==> src/hdl/tcpq_pkg.sv <==
package tcpq_pkg;

   localparam int CODE_BITS         = 16;
   localparam int COUNT_BITS        = 7;
   localparam int CLASS_DEPTH_DEF   = 64;
   localparam int RESULT_LIMIT      = 64;

   typedef enum logic {
      CMD_ARRIVE = 1'b0,
      CMD_SERVE  = 1'b1
   } cmd_type;

   typedef enum logic [1:0] {
      STATUS_SERVED   = 2'd0,
      STATUS_ACCEPTED = 2'd1,
      STATUS_DROPPED  = 2'd2,
      STATUS_EMPTY    = 2'd3
   } status_type;

   typedef struct packed {
      cmd_type                command;
      logic [CODE_BITS-1:0]   customer_code;
      logic                   preferential;
      logic [COUNT_BITS-1:0]  serve_count;
   } req_type;

   typedef struct packed {
      status_type             status;
      logic [CODE_BITS-1:0]   served_code;
      logic                   served_preferential;
      logic                   last_of_run;
   } rsp_type;

   // classified command handed from front to back
   typedef struct packed {
      cmd_type                op;
      logic [CODE_BITS-1:0]   code;
      logic                   pref;
      logic [COUNT_BITS-1:0]  limit;
   } op_type;

   // metadata of a result whose code is still being read from a store
   typedef struct packed {
      status_type             status;
      logic                   pref;
      logic                   last;
   } meta_type;

endpackage

==> src/hdl/tcpq_front.sv <==
module tcpq_front (
   input  logic              clock,
   input  logic              reset,
   input  logic              req_valid,
   output logic              req_ready,
   input  tcpq_pkg::req_type req_data,
   output logic              op_valid,
   output tcpq_pkg::op_type  op_data,
   input  logic              op_pop
);

   tcpq_pkg::op_type op_new;
   tcpq_pkg::op_type q0_ff, q0_in, q1_ff, q1_in;
   logic [1:0]       cnt_ff, cnt_in;
   logic             push;

   // serve counts beyond the result limit saturate here
   always_comb begin
      op_new.op   = req_data.command;
      op_new.code = req_data.customer_code;
      op_new.pref = req_data.preferential;
      if (req_data.serve_count > tcpq_pkg::COUNT_BITS'(tcpq_pkg::RESULT_LIMIT)) begin
         op_new.limit = tcpq_pkg::COUNT_BITS'(tcpq_pkg::RESULT_LIMIT);
      end else begin
         op_new.limit = req_data.serve_count;
      end
   end

   assign req_ready = (cnt_ff != 2'd2);
   assign push      = req_valid && req_ready;
   assign op_valid  = (cnt_ff != 2'd0);
   assign op_data   = q0_ff;

   always_comb begin
      q0_in  = q0_ff;
      q1_in  = q1_ff;
      cnt_in = cnt_ff;
      if (op_pop && push) begin
         if (cnt_ff == 2'd2) begin
            q0_in = q1_ff;
            q1_in = op_new;
         end else begin
            q0_in = op_new;
         end
      end else if (op_pop) begin
         q0_in  = q1_ff;
         cnt_in = cnt_ff - 2'd1;
      end else if (push) begin
         if (cnt_ff == 2'd0) begin
            q0_in = op_new;
         end else begin
            q1_in = op_new;
         end
         cnt_in = cnt_ff + 2'd1;
      end
   end

   always_ff @(posedge clock) begin
      if (reset) begin
         cnt_ff <= 2'd0;
      end else begin
         cnt_ff <= cnt_in;
      end
   end

   always_ff @(posedge clock) begin
      q0_ff <= q0_in;
      q1_ff <= q1_in;
   end

endmodule

==> src/hdl/tcpq_back.sv <==
module tcpq_back #(
   parameter int CLASS_DEPTH = tcpq_pkg::CLASS_DEPTH_DEF
) (
   input  logic              clock,
   input  logic              reset,
   input  logic              op_valid,
   input  tcpq_pkg::op_type  op_data,
   output logic              op_pop,
   output logic              rsp_valid,
   input  logic              rsp_ready,
   output tcpq_pkg::rsp_type rsp_data
);

   localparam int AW = (CLASS_DEPTH > 1) ? $clog2(CLASS_DEPTH) : 1;
   localparam int CW = $clog2(CLASS_DEPTH + 1);
   localparam int CB = tcpq_pkg::CODE_BITS;
   localparam int NB = tcpq_pkg::COUNT_BITS;

   logic [CB-1:0] pref_mem [CLASS_DEPTH];
   logic [CB-1:0] ord_mem  [CLASS_DEPTH];
   logic [CB-1:0] pref_rd_ff, ord_rd_ff;

   logic [AW-1:0] pref_head_ff, pref_head_in, pref_tail_ff, pref_tail_in;
   logic [AW-1:0] ord_head_ff, ord_head_in, ord_tail_ff, ord_tail_in;
   logic [CW-1:0] pref_count_ff, pref_count_in, ord_count_ff, ord_count_in;
   logic [NB-1:0] served_ff, served_in;

   logic               s1_valid_ff;
   tcpq_pkg::meta_type s1_meta_ff, meta_in;
   logic               rsp_valid_ff;
   tcpq_pkg::rsp_type  rsp_data_ff, rsp_in;

   logic adv, fire, is_arrive, class_full, pref_ne, ord_ne, take, last_take;
   logic wr_pref, wr_ord, rd_pref, rd_ord;

   // whole back pipe moves when the output register can take a beat
   assign adv       = !rsp_valid_ff || rsp_ready;
   assign fire      = adv && op_valid;
   assign is_arrive = (op_data.op == tcpq_pkg::CMD_ARRIVE);
   assign pref_ne   = (pref_count_ff != '0);
   assign ord_ne    = (ord_count_ff != '0);
   assign class_full = op_data.pref ? (pref_count_ff == CW'(CLASS_DEPTH))
                                    : (ord_count_ff == CW'(CLASS_DEPTH));
   assign take      = (served_ff < op_data.limit) && (pref_ne || ord_ne);
   assign last_take = (served_ff + NB'(1) == op_data.limit) ||
                      (pref_ne ? (pref_count_ff == CW'(1) && !ord_ne)
                               : (ord_count_ff == CW'(1)));

   assign wr_pref = fire && is_arrive && !class_full && op_data.pref;
   assign wr_ord  = fire && is_arrive && !class_full && !op_data.pref;
   assign rd_pref = fire && !is_arrive && take && pref_ne;
   assign rd_ord  = fire && !is_arrive && take && !pref_ne;

   function automatic logic [AW-1:0] wrap_inc(input logic [AW-1:0] p);
      if (p == AW'(CLASS_DEPTH - 1)) begin
         return '0;
      end
      return p + AW'(1);
   endfunction

   always_comb begin
      meta_in.pref = 1'b0;
      meta_in.last = 1'b1;
      op_pop       = 1'b0;
      served_in    = served_ff;
      if (is_arrive) begin
         meta_in.status = class_full ? tcpq_pkg::STATUS_DROPPED
                                     : tcpq_pkg::STATUS_ACCEPTED;
         op_pop = fire;
      end else if (take) begin
         meta_in.status = tcpq_pkg::STATUS_SERVED;
         meta_in.pref   = pref_ne;
         meta_in.last   = last_take;
         if (fire) begin
            op_pop    = last_take;
            served_in = last_take ? '0 : served_ff + NB'(1);
         end
      end else begin
         meta_in.status = tcpq_pkg::STATUS_EMPTY;
         op_pop = fire;
      end
   end

   always_comb begin
      pref_head_in  = rd_pref ? wrap_inc(pref_head_ff) : pref_head_ff;
      ord_head_in   = rd_ord  ? wrap_inc(ord_head_ff)  : ord_head_ff;
      pref_tail_in  = wr_pref ? wrap_inc(pref_tail_ff) : pref_tail_ff;
      ord_tail_in   = wr_ord  ? wrap_inc(ord_tail_ff)  : ord_tail_ff;
      pref_count_in = pref_count_ff;
      ord_count_in  = ord_count_ff;
      if (wr_pref) pref_count_in = pref_count_ff + CW'(1);
      if (rd_pref) pref_count_in = pref_count_ff - CW'(1);
      if (wr_ord)  ord_count_in  = ord_count_ff + CW'(1);
      if (rd_ord)  ord_count_in  = ord_count_ff - CW'(1);
   end

   always_comb begin
      rsp_in.status              = s1_meta_ff.status;
      rsp_in.last_of_run         = s1_meta_ff.last;
      rsp_in.served_preferential = 1'b0;
      rsp_in.served_code         = '0;
      if (s1_meta_ff.status == tcpq_pkg::STATUS_SERVED) begin
         rsp_in.served_preferential = s1_meta_ff.pref;
         rsp_in.served_code         = s1_meta_ff.pref ? pref_rd_ff : ord_rd_ff;
      end
   end

   always_ff @(posedge clock) begin
      if (wr_pref) pref_mem[pref_tail_ff] <= op_data.code;
      if (rd_pref) pref_rd_ff <= pref_mem[pref_head_ff];
   end

   always_ff @(posedge clock) begin
      if (wr_ord) ord_mem[ord_tail_ff] <= op_data.code;
      if (rd_ord) ord_rd_ff <= ord_mem[ord_head_ff];
   end

   always_ff @(posedge clock) begin
      if (reset) begin
         pref_head_ff  <= '0;
         pref_tail_ff  <= '0;
         pref_count_ff <= '0;
         ord_head_ff   <= '0;
         ord_tail_ff   <= '0;
         ord_count_ff  <= '0;
         served_ff     <= '0;
         s1_valid_ff   <= 1'b0;
         rsp_valid_ff  <= 1'b0;
      end else begin
         pref_head_ff  <= pref_head_in;
         pref_tail_ff  <= pref_tail_in;
         pref_count_ff <= pref_count_in;
         ord_head_ff   <= ord_head_in;
         ord_tail_ff   <= ord_tail_in;
         ord_count_ff  <= ord_count_in;
         served_ff     <= served_in;
         if (adv) begin
            s1_valid_ff  <= fire;
            rsp_valid_ff <= s1_valid_ff;
         end
      end
   end

   always_ff @(posedge clock) begin
      if (adv) begin
         s1_meta_ff  <= meta_in;
         rsp_data_ff <= rsp_in;
      end
   end

   assign rsp_valid = rsp_valid_ff;
   assign rsp_data  = rsp_data_ff;

endmodule

==> src/hdl/two_class_priority_queue.sv <==
// Two-class strict priority queue.
// req channel: one beat per command. An arrival (command 0) puts customer_code
// into the preferential or ordinary store; a serve (command 1) removes up to
// serve_count entries (saturating at 64), preferential ones first, FIFO order
// within each class.
// rsp channel: an arrival gives one beat, accepted or dropped (class store
// full). A serve gives one beat per served entry with its code and class, or a
// single "nothing to serve" beat; last_of_run marks the final beat of a command.
// Throughput: arrivals are taken one per cycle and a serve gives one result
// beat per cycle while rsp_ready is high; a serve holds the back end for its
// whole run, and a two-entry command queue keeps req_ready high until it fills
// behind that serve. Path: command queue, store read register, output register.
// Reset empties both classes and all pipeline stages; store contents are not
// cleared, no sweep is needed. While a result beat waits with rsp_ready low,
// the whole back end holds, the output beat stays put, and the command queue
// fills before req_ready drops.
module two_class_priority_queue #(
   parameter int CLASS_DEPTH = tcpq_pkg::CLASS_DEPTH_DEF
) (
   input  logic              clock,
   input  logic              reset,
   input  logic              req_valid,
   output logic              req_ready,
   input  tcpq_pkg::req_type req_data,
   output logic              rsp_valid,
   input  logic              rsp_ready,
   output tcpq_pkg::rsp_type rsp_data
);

   logic             op_valid;
   logic             op_pop;
   tcpq_pkg::op_type op_data;

   tcpq_front u_front (
      .clock     (clock),
      .reset     (reset),
      .req_valid (req_valid),
      .req_ready (req_ready),
      .req_data  (req_data),
      .op_valid  (op_valid),
      .op_data   (op_data),
      .op_pop    (op_pop)
   );

   tcpq_back #(
      .CLASS_DEPTH (CLASS_DEPTH)
   ) u_back (
      .clock     (clock),
      .reset     (reset),
      .op_valid  (op_valid),
      .op_data   (op_data),
      .op_pop    (op_pop),
      .rsp_valid (rsp_valid),
      .rsp_ready (rsp_ready),
      .rsp_data  (rsp_data)
   );

endmodule

==> config.mk <==
export PLATFORM = sky130hd
export DESIGN_NAME = two_class_priority_queue
export DESIGN_NICKNAME = d
export VERILOG_FILES = /design/src/hdl/tcpq_pkg.sv /design/src/hdl/tcpq_front.sv /design/src/hdl/tcpq_back.sv /design/src/hdl/two_class_priority_queue.sv
export SDC_FILE = /design/constraint.sdc
export NUM_CORES = 2
export LEC_CHECK = 0
export ABC_AREA = 1
export BUFFER_PORTS_ARGS = -buffer_cell sky130_fd_sc_hd__buf_4
export CORE_ASPECT_RATIO = 1.5
export CORE_MARGIN = 3
export CORE_UTILIZATION = 55
export CTS_CLUSTER_SIZE = 24
export DETAILED_ROUTE_END_ITERATION = 16
export GPL_TIMING_DRIVEN = 0
export PLACE_DENSITY = 0.68
export SLEW_MARGIN = 20
export SYNTH_ARGS = -nofsm -noshare
export SYNTH_HDL_FRONTEND = slang
export SYNTH_SLANG_ARGS = --single-unit
==> constraint.sdc <==
create_clock -name clock -period 5.6 [get_ports clock]
set_input_delay 0.84 -clock clock [delete_from_list [all_inputs] [get_ports clock]]
set_output_delay 0.84 -clock clock [all_outputs]
set_load 0.01 [all_outputs]
# Word level (Yosys, flattened, before mapping)
# Memory sizes are Yosys's and may differ from the RTL's. A register that Yosys moved wholly into a read port is not among the register bits.
# Index checks and enable logic that the tools add are counted.
# W data, S select, Z words.
[totals]
regBits = 123
ramBits = 2048
input_bits = 29
output_inout_bits = 22
word_cells = 136
mem_count = 2
[classes]
addsub = 11
magnitude_cmp = 2
eq_ne = 14
muxes = 43
bitwise_logic = 2
reduce_logical = 37
[mem_list]
columns = ["name", "depth", "width", "read_ports", "rd_ports_with_merged_regs", "write_ports", "line", "source"]
rows = [
  ["u_back.ord_mem", 64, 16, 1, 1, 1, "tcpq_back.sv:20", "logic [CB-1:0] ord_mem [CLASS_DEPTH];"],
  ["u_back.pref_mem", 64, 16, 1, 1, 1, "tcpq_back.sv:19", "logic [CB-1:0] pref_mem [CLASS_DEPTH];"],
]
[op_table]
columns = ["op", "n"]
rows = [
  ["$mux W25", 10],
  ["$mux W6", 8],
  ["$mux W7", 6],
  ["$add A6 B1 Y6 const B", 4],
  ["$eq A6 B6 Y1 const B", 4],
  ["$add A7 B1 Y7 const B", 3],
  ["$mux W16", 1],
  ["$eq A7 B1 Y1 const B", 2],
  ["$eq A7 B7 Y1 const B", 2],
  ["$reduce_bool A7 Y1", 2],
  ["$sub A7 B1 Y7 const B", 2],
  ["$logic_and A1 B1 Y1", 13],
  ["$mux W1", 13],
  ["$mux W2", 5],
  ["$reduce_bool A2 Y1", 5],
  ["$eq A7 B7 Y1", 1],
  ["$gt A7 B7 Y1 const B", 1],
  ["$lt A7 B7 Y1", 1],
  ["$ne A2 B2 Y1 const B", 3],
  ["$reduce_and A2 Y1", 3],
  ["$reduce_bool A3 Y1", 2],
  ["$logic_not A1 Y1", 5],
  ["$logic_not A2 Y1", 2],
  ["$reduce_and A4 Y1", 1],
  ["other kinds (7)", 10],
]

# Depth between registers and ports, before layout
[depth]
ltp_word = 11
mapped_depth = 20
depth_no_buf = 19

# Cells and area by module
# A second synthesis with hierarchy kept.
[unflattened]
cells_unflattened = 6896
area_unflattened_um2 = 87755.4
[by_module_without_submodules]
columns = ["mod", "instances", "cells_each", "area_each_um2", "seq_area_each_um2"]
rows = [
  ["tcpq_back", 1, 6717, 85638.4, 64121.5],
  ["tcpq_front", 1, 179, 2117.0, 1541.5],
]

# Worst setup path after synthesis
# No wires, ideal clock.
[synth_path]
path_type = "reg2reg"
startpoint = "reg u_front.q0_ff (netlist bit u_front.op_data[2])"
endpoint = "reg u_front.q1_ff[0] (netlist name), enable pin"
setup_time_ns = 0.449
arrival_ns = 4.203
required_time_ns = 5.151
path_slack_ns = 0.948
path_stages_with_launch = 17
n_path_buf = 2
period_less_slack_ns = 4.652
cell_sequence = "edfxtp_1 > inv_1 > ha_1 > a21oi_1 > o21ai_0 > nand2_1 > nand3_2 > nor2_4 > nand3_4 > nand2_4 > inv_2 > buf_6 > ha_1 > inv_1 > clkbuf_1 > nand2_1 > a221oi_1"
[synth_via]
elab_chain_len = 8
word_cells_on_any_way = 13
cone_classes = "order compare (1); eq/ne (4); mux (3); reduce/logical (5)"
[synth_rtl]
columns = ["element", "line", "source"]
rows = [
  ["from (decl)", "tcpq_front.sv:13", "tcpq_pkg::op_type q0_ff, q0_in, q1_ff, q1_in;"],
  ["from (signal assigned)", "tcpq_front.sv:67", "q0_ff <= q0_in;"],
  ["parallel branches: the longest is 3 deep, another holds $lt A7 B7 Y1", "-", ""],
  ["$mux W1 *", "tcpq_back.sv:70", "end else if (take) begin"],
  ["$mux W1 *", "tcpq_back.sv:66", "if (is_arrive) begin"],
  ["$logic_and A1 B1 Y1", "tcpq_front.sv:38", "if (op_pop && push) begin"],
  ["$ne A2 B2 Y1 (no source line), or another cell as far along", "-", ""],
  ["$reduce_and A4 Y1 (no source line) *", "-", ""],
  ["to (signal assigned)", "tcpq_front.sv:68", "q1_ff <= q1_in;"],
  ["to (decl)", "tcpq_front.sv:13", ""],
]
# Mark *: on every way between the ends.
# A chain may end at the register's enable or synchronous reset.

==> results_dict.tcl <==
set metrics [dict create \
    clock-sinks 2203 \
    syn_nets 6679 \
    ant_nets 0 \
    p_leak_nw 32.32 \
    chipWidth_um 330.7 \
    final_cell_mix "edfxtp_1 (2,154), nor2_1 (1,114), o21ai_0 (1,100)" \
    hp-start "req_data[21]" \
    vias 61720 \
    area_growth_pct 15.42 \
    synthFlopType "edfxtp_1" \
    power_density_nw_per_um2 482.7 \
    post-place-ws_ns 1.334 \
    seqCellArea_um2 65660 \
    synth_top_cell_by_area "edfxtp_1" \
    grt_first_pass_wirelength_um 439400 \
    hold_class "primary input to flop" \
    clock_path_buffers 3 \
    max_freq_mhz 208.6 \
    synth_async_sr_flop_share_pct 0 \
    critPathMaxStageDelay_ns 0.80 \
    fillers 11490 \
    ys_seq_area_share_pct 75.50 \
    fp.dieArea_um2 163000 \
    critPathLaunchType "flop" \
    core_area_um2 157000 \
    cp_max_fo 10 \
    numCtsBuffers 196 \
    antenna_found_initial 22 \
    min_period_over_period_pct 85.61 \
    synth_edf_count 2154 \
    cts.hold.buffers_added 0 \
    critical_path_class "flop to flop" \
    fin_ws_ns 0.8059 \
    drv_cap 0 \
    rsz0062_at_grt "no" \
    grt_max_degree 29 \
    finalClockSkew_ns 0.02835 \
    port_buffers 50 \
    synth_warnings 0 \
    relSlewSlack_pct 12.88 \
    slew_viol_final 0 \
    cts_resized 0 \
    clock_latency_ns 0.88 \
    holdPathStages 1 \
    fin_setup_tns_ns 0 \
    start_util_pct 55.39 \
    syn_area_per_cell_um2 13.12 \
    gp_congestion 1.052 \
    slowest_stage "o221ai_1" \
    row_count 178 \
    final_hold_viol_count 0 \
    worstRegToRegCells 10 \
    drive_gt1_share_pct 11.09 \
    dr.first_iter.drc_count 8894 \
    io_pins 51 \
    cts_tree "built" \
    cts.clk_slew.worst_paths_ns 0.07 \
    drtPass1Iterations 8 \
    syn_area_um2 86970 \
    worstPathRequired_ns 6.22 \
    crit_top_cell "nand3_1" \
    endpoint_kind "flop" \
    multi_input_area_um2 19970 \
    routed_via_density 6.640 \
    track_usage_pct 39.04 \
    h-tree-depth 4 \
    yosysUniqueCellTypes 44 \
    peakVddDrop_v 0.0003294 \
    drc 0 \
    place.detailed.hpwl_um 228700 \
    startpoint "u_back.ord_head_ff[0]" \
    dp_cells 8920 \
    cts-root-buf "clkbuf_16" \
    utilization_pct 63.93 \
    grt-ovfl-total 0 \
    worstMarginPinSlew_ns 1.307 \
    drt_wl_total_um 320000 \
    arrival_ns 5.42 \
    finalSetupViolCount 0 \
    rr_startpoint "u_back.ord_head_ff[0]" \
    crit_path_cell_trace "buf_2 -> inv_2 -> buf_2 -> clkbuf_1 -> o21ai_0 -> o221ai_1 -> nand3_1 -> nand3_1 -> nand3_1 -> nand3_1" \
    postCtsSetupBuffers 0 \
    fin_total_pwr_mw 48.46 \
    period_needed_ns 4.794 \
    synth_seq_cells 2203 \
    syn_inst 6627 \
    synth_top_area_share_pct 74.38 \
    ys_top_cells_by_area "edfxtp_1 (74%), o21ai_0 (6.3%), nor2_1 (5.4%), o22ai_1 (2.4%), o221ai_1 (2.0%)" \
    final_common_cell "edfxtp_1" \
    nets 7100 \
    instances_no_fill 9295 \
    wl_per_cell_um 34.43 \
    grt_pass1_vias 59640 \
    die_h_um 493.0 \
    status "completed" \
]
[final cells by class]
class	count	share of cell area, %
clock buffers	241	5.181
plain buffers	451	1.871
diodes	11	0.02742
inverters	95	0.3553
multi-input cells	3878	19.89
flip-flops and latches	2203	65.42
well taps	2070	2.580
repair buffers	223	3.354
clock inverters	123	1.320
[logic make-up after synthesis]
group / after synthesis / share of synthesized area, %
AOI/OAI and AO/OA: 1815 / 11.98
and+or+nand+nor: 2032 / 9.546
adders and majority gates: 23 / 0.3309
xor gates and xnor gates: 8 / 0.08057
DFF: 2203 / 75.50
buffers and inverters: 546 / 2.555
[Yosys cell counts (2+ instances only)]
library cell	n
a21oi_1	102
a31oi_1	5
and3_1	2
buf_1	19
buf_2	84
buf_4	8
buf_6	5
clkbuf_1	335
clkinv_1	5
dfxtp_1	49
edfxtp_1	2154
ha_1	23
inv_1	80
inv_2	10
nand2_1	439
nand2_2	4
nand2_4	2
nand3_1	246
nand3_2	11
nand4_1	51
nand4_2	2
nor2_1	1242
nor2_2	6
nor2_4	8
nor3_1	12
nor3b_1	2
nor4_1	2
o211ai_1	61
o21a_1	4
o21ai_0	1100
o21ai_1	12
o221ai_1	195
o22ai_1	329
xor2_1	8
[path summary, 6_finish.rpt]
kind	to	slack, ns
max reg2reg	u_back.ord_rd_ff[2]	0.81
min	u_front.q1_ff[21]	0.16
min reg2reg	u_back.rsp_data[0]	0.44
max	u_back.ord_rd_ff[2]	0.81
[per-stage QoR]
step,instance area (µm²),hold WS (ns)
after floorplan,86970,0.4003
after global placement,89930,0.4026
after detailed placement,93810,0.4274
after CTS,100300,0.1378
after global routing,100400,0.1492
final,100400,0.1609
[sequential cells by signal (all words and copies together) (netlist names)]
name                  flops
u_back.served_ff          7
u_front.q1_ff            25
u_back.rsp_data          20
u_back.s1_valid_ff        1
u_back.ord_tail_ff        6
u_back.pref_rd_ff        16
u_back.pref_head_ff       6
u_back.ord_count_ff       7
u_back.ord_mem         1024
u_back.s1_meta_ff         1
u_back.pref_count_ff      7
u_back.ord_rd_ff         16
u_front.op_data          25
u_back.pref_mem        1024
u_back.rsp_valid          1
u_front.cnt_ff            2
u_back.pref_tail_ff       6
u_back.rsp_in             3
u_back.ord_head_ff        6
[where the power goes]
part	internal, mW	total (mW)	leakage [nW]	switching (mW)
registers	21.0	21.6	19.8	0.569
clock network	7.77	13.9	3.17	6.14
logic	3.33	13.0	9.32	9.66
total	32.1	48.5	32.3	16.4
[routing by layer]
layer,GRT usage (%),share of wire [%],vias up
met5,0,0.025,-
met3,8.772,10,1412
met2,63.90,48,4598
met4,35.88,12,10
met1,41.88,30,30000
li1,-,-,25700
[worst max-delay path, delay by kind of cell (launching register included)]
kind	cells	cell delay, ns
flops	1	0.31
simple gates	4	1.58
compound gates	2	0.97
buf+inv	4	1.65
(Power assumes the default switching activity.)
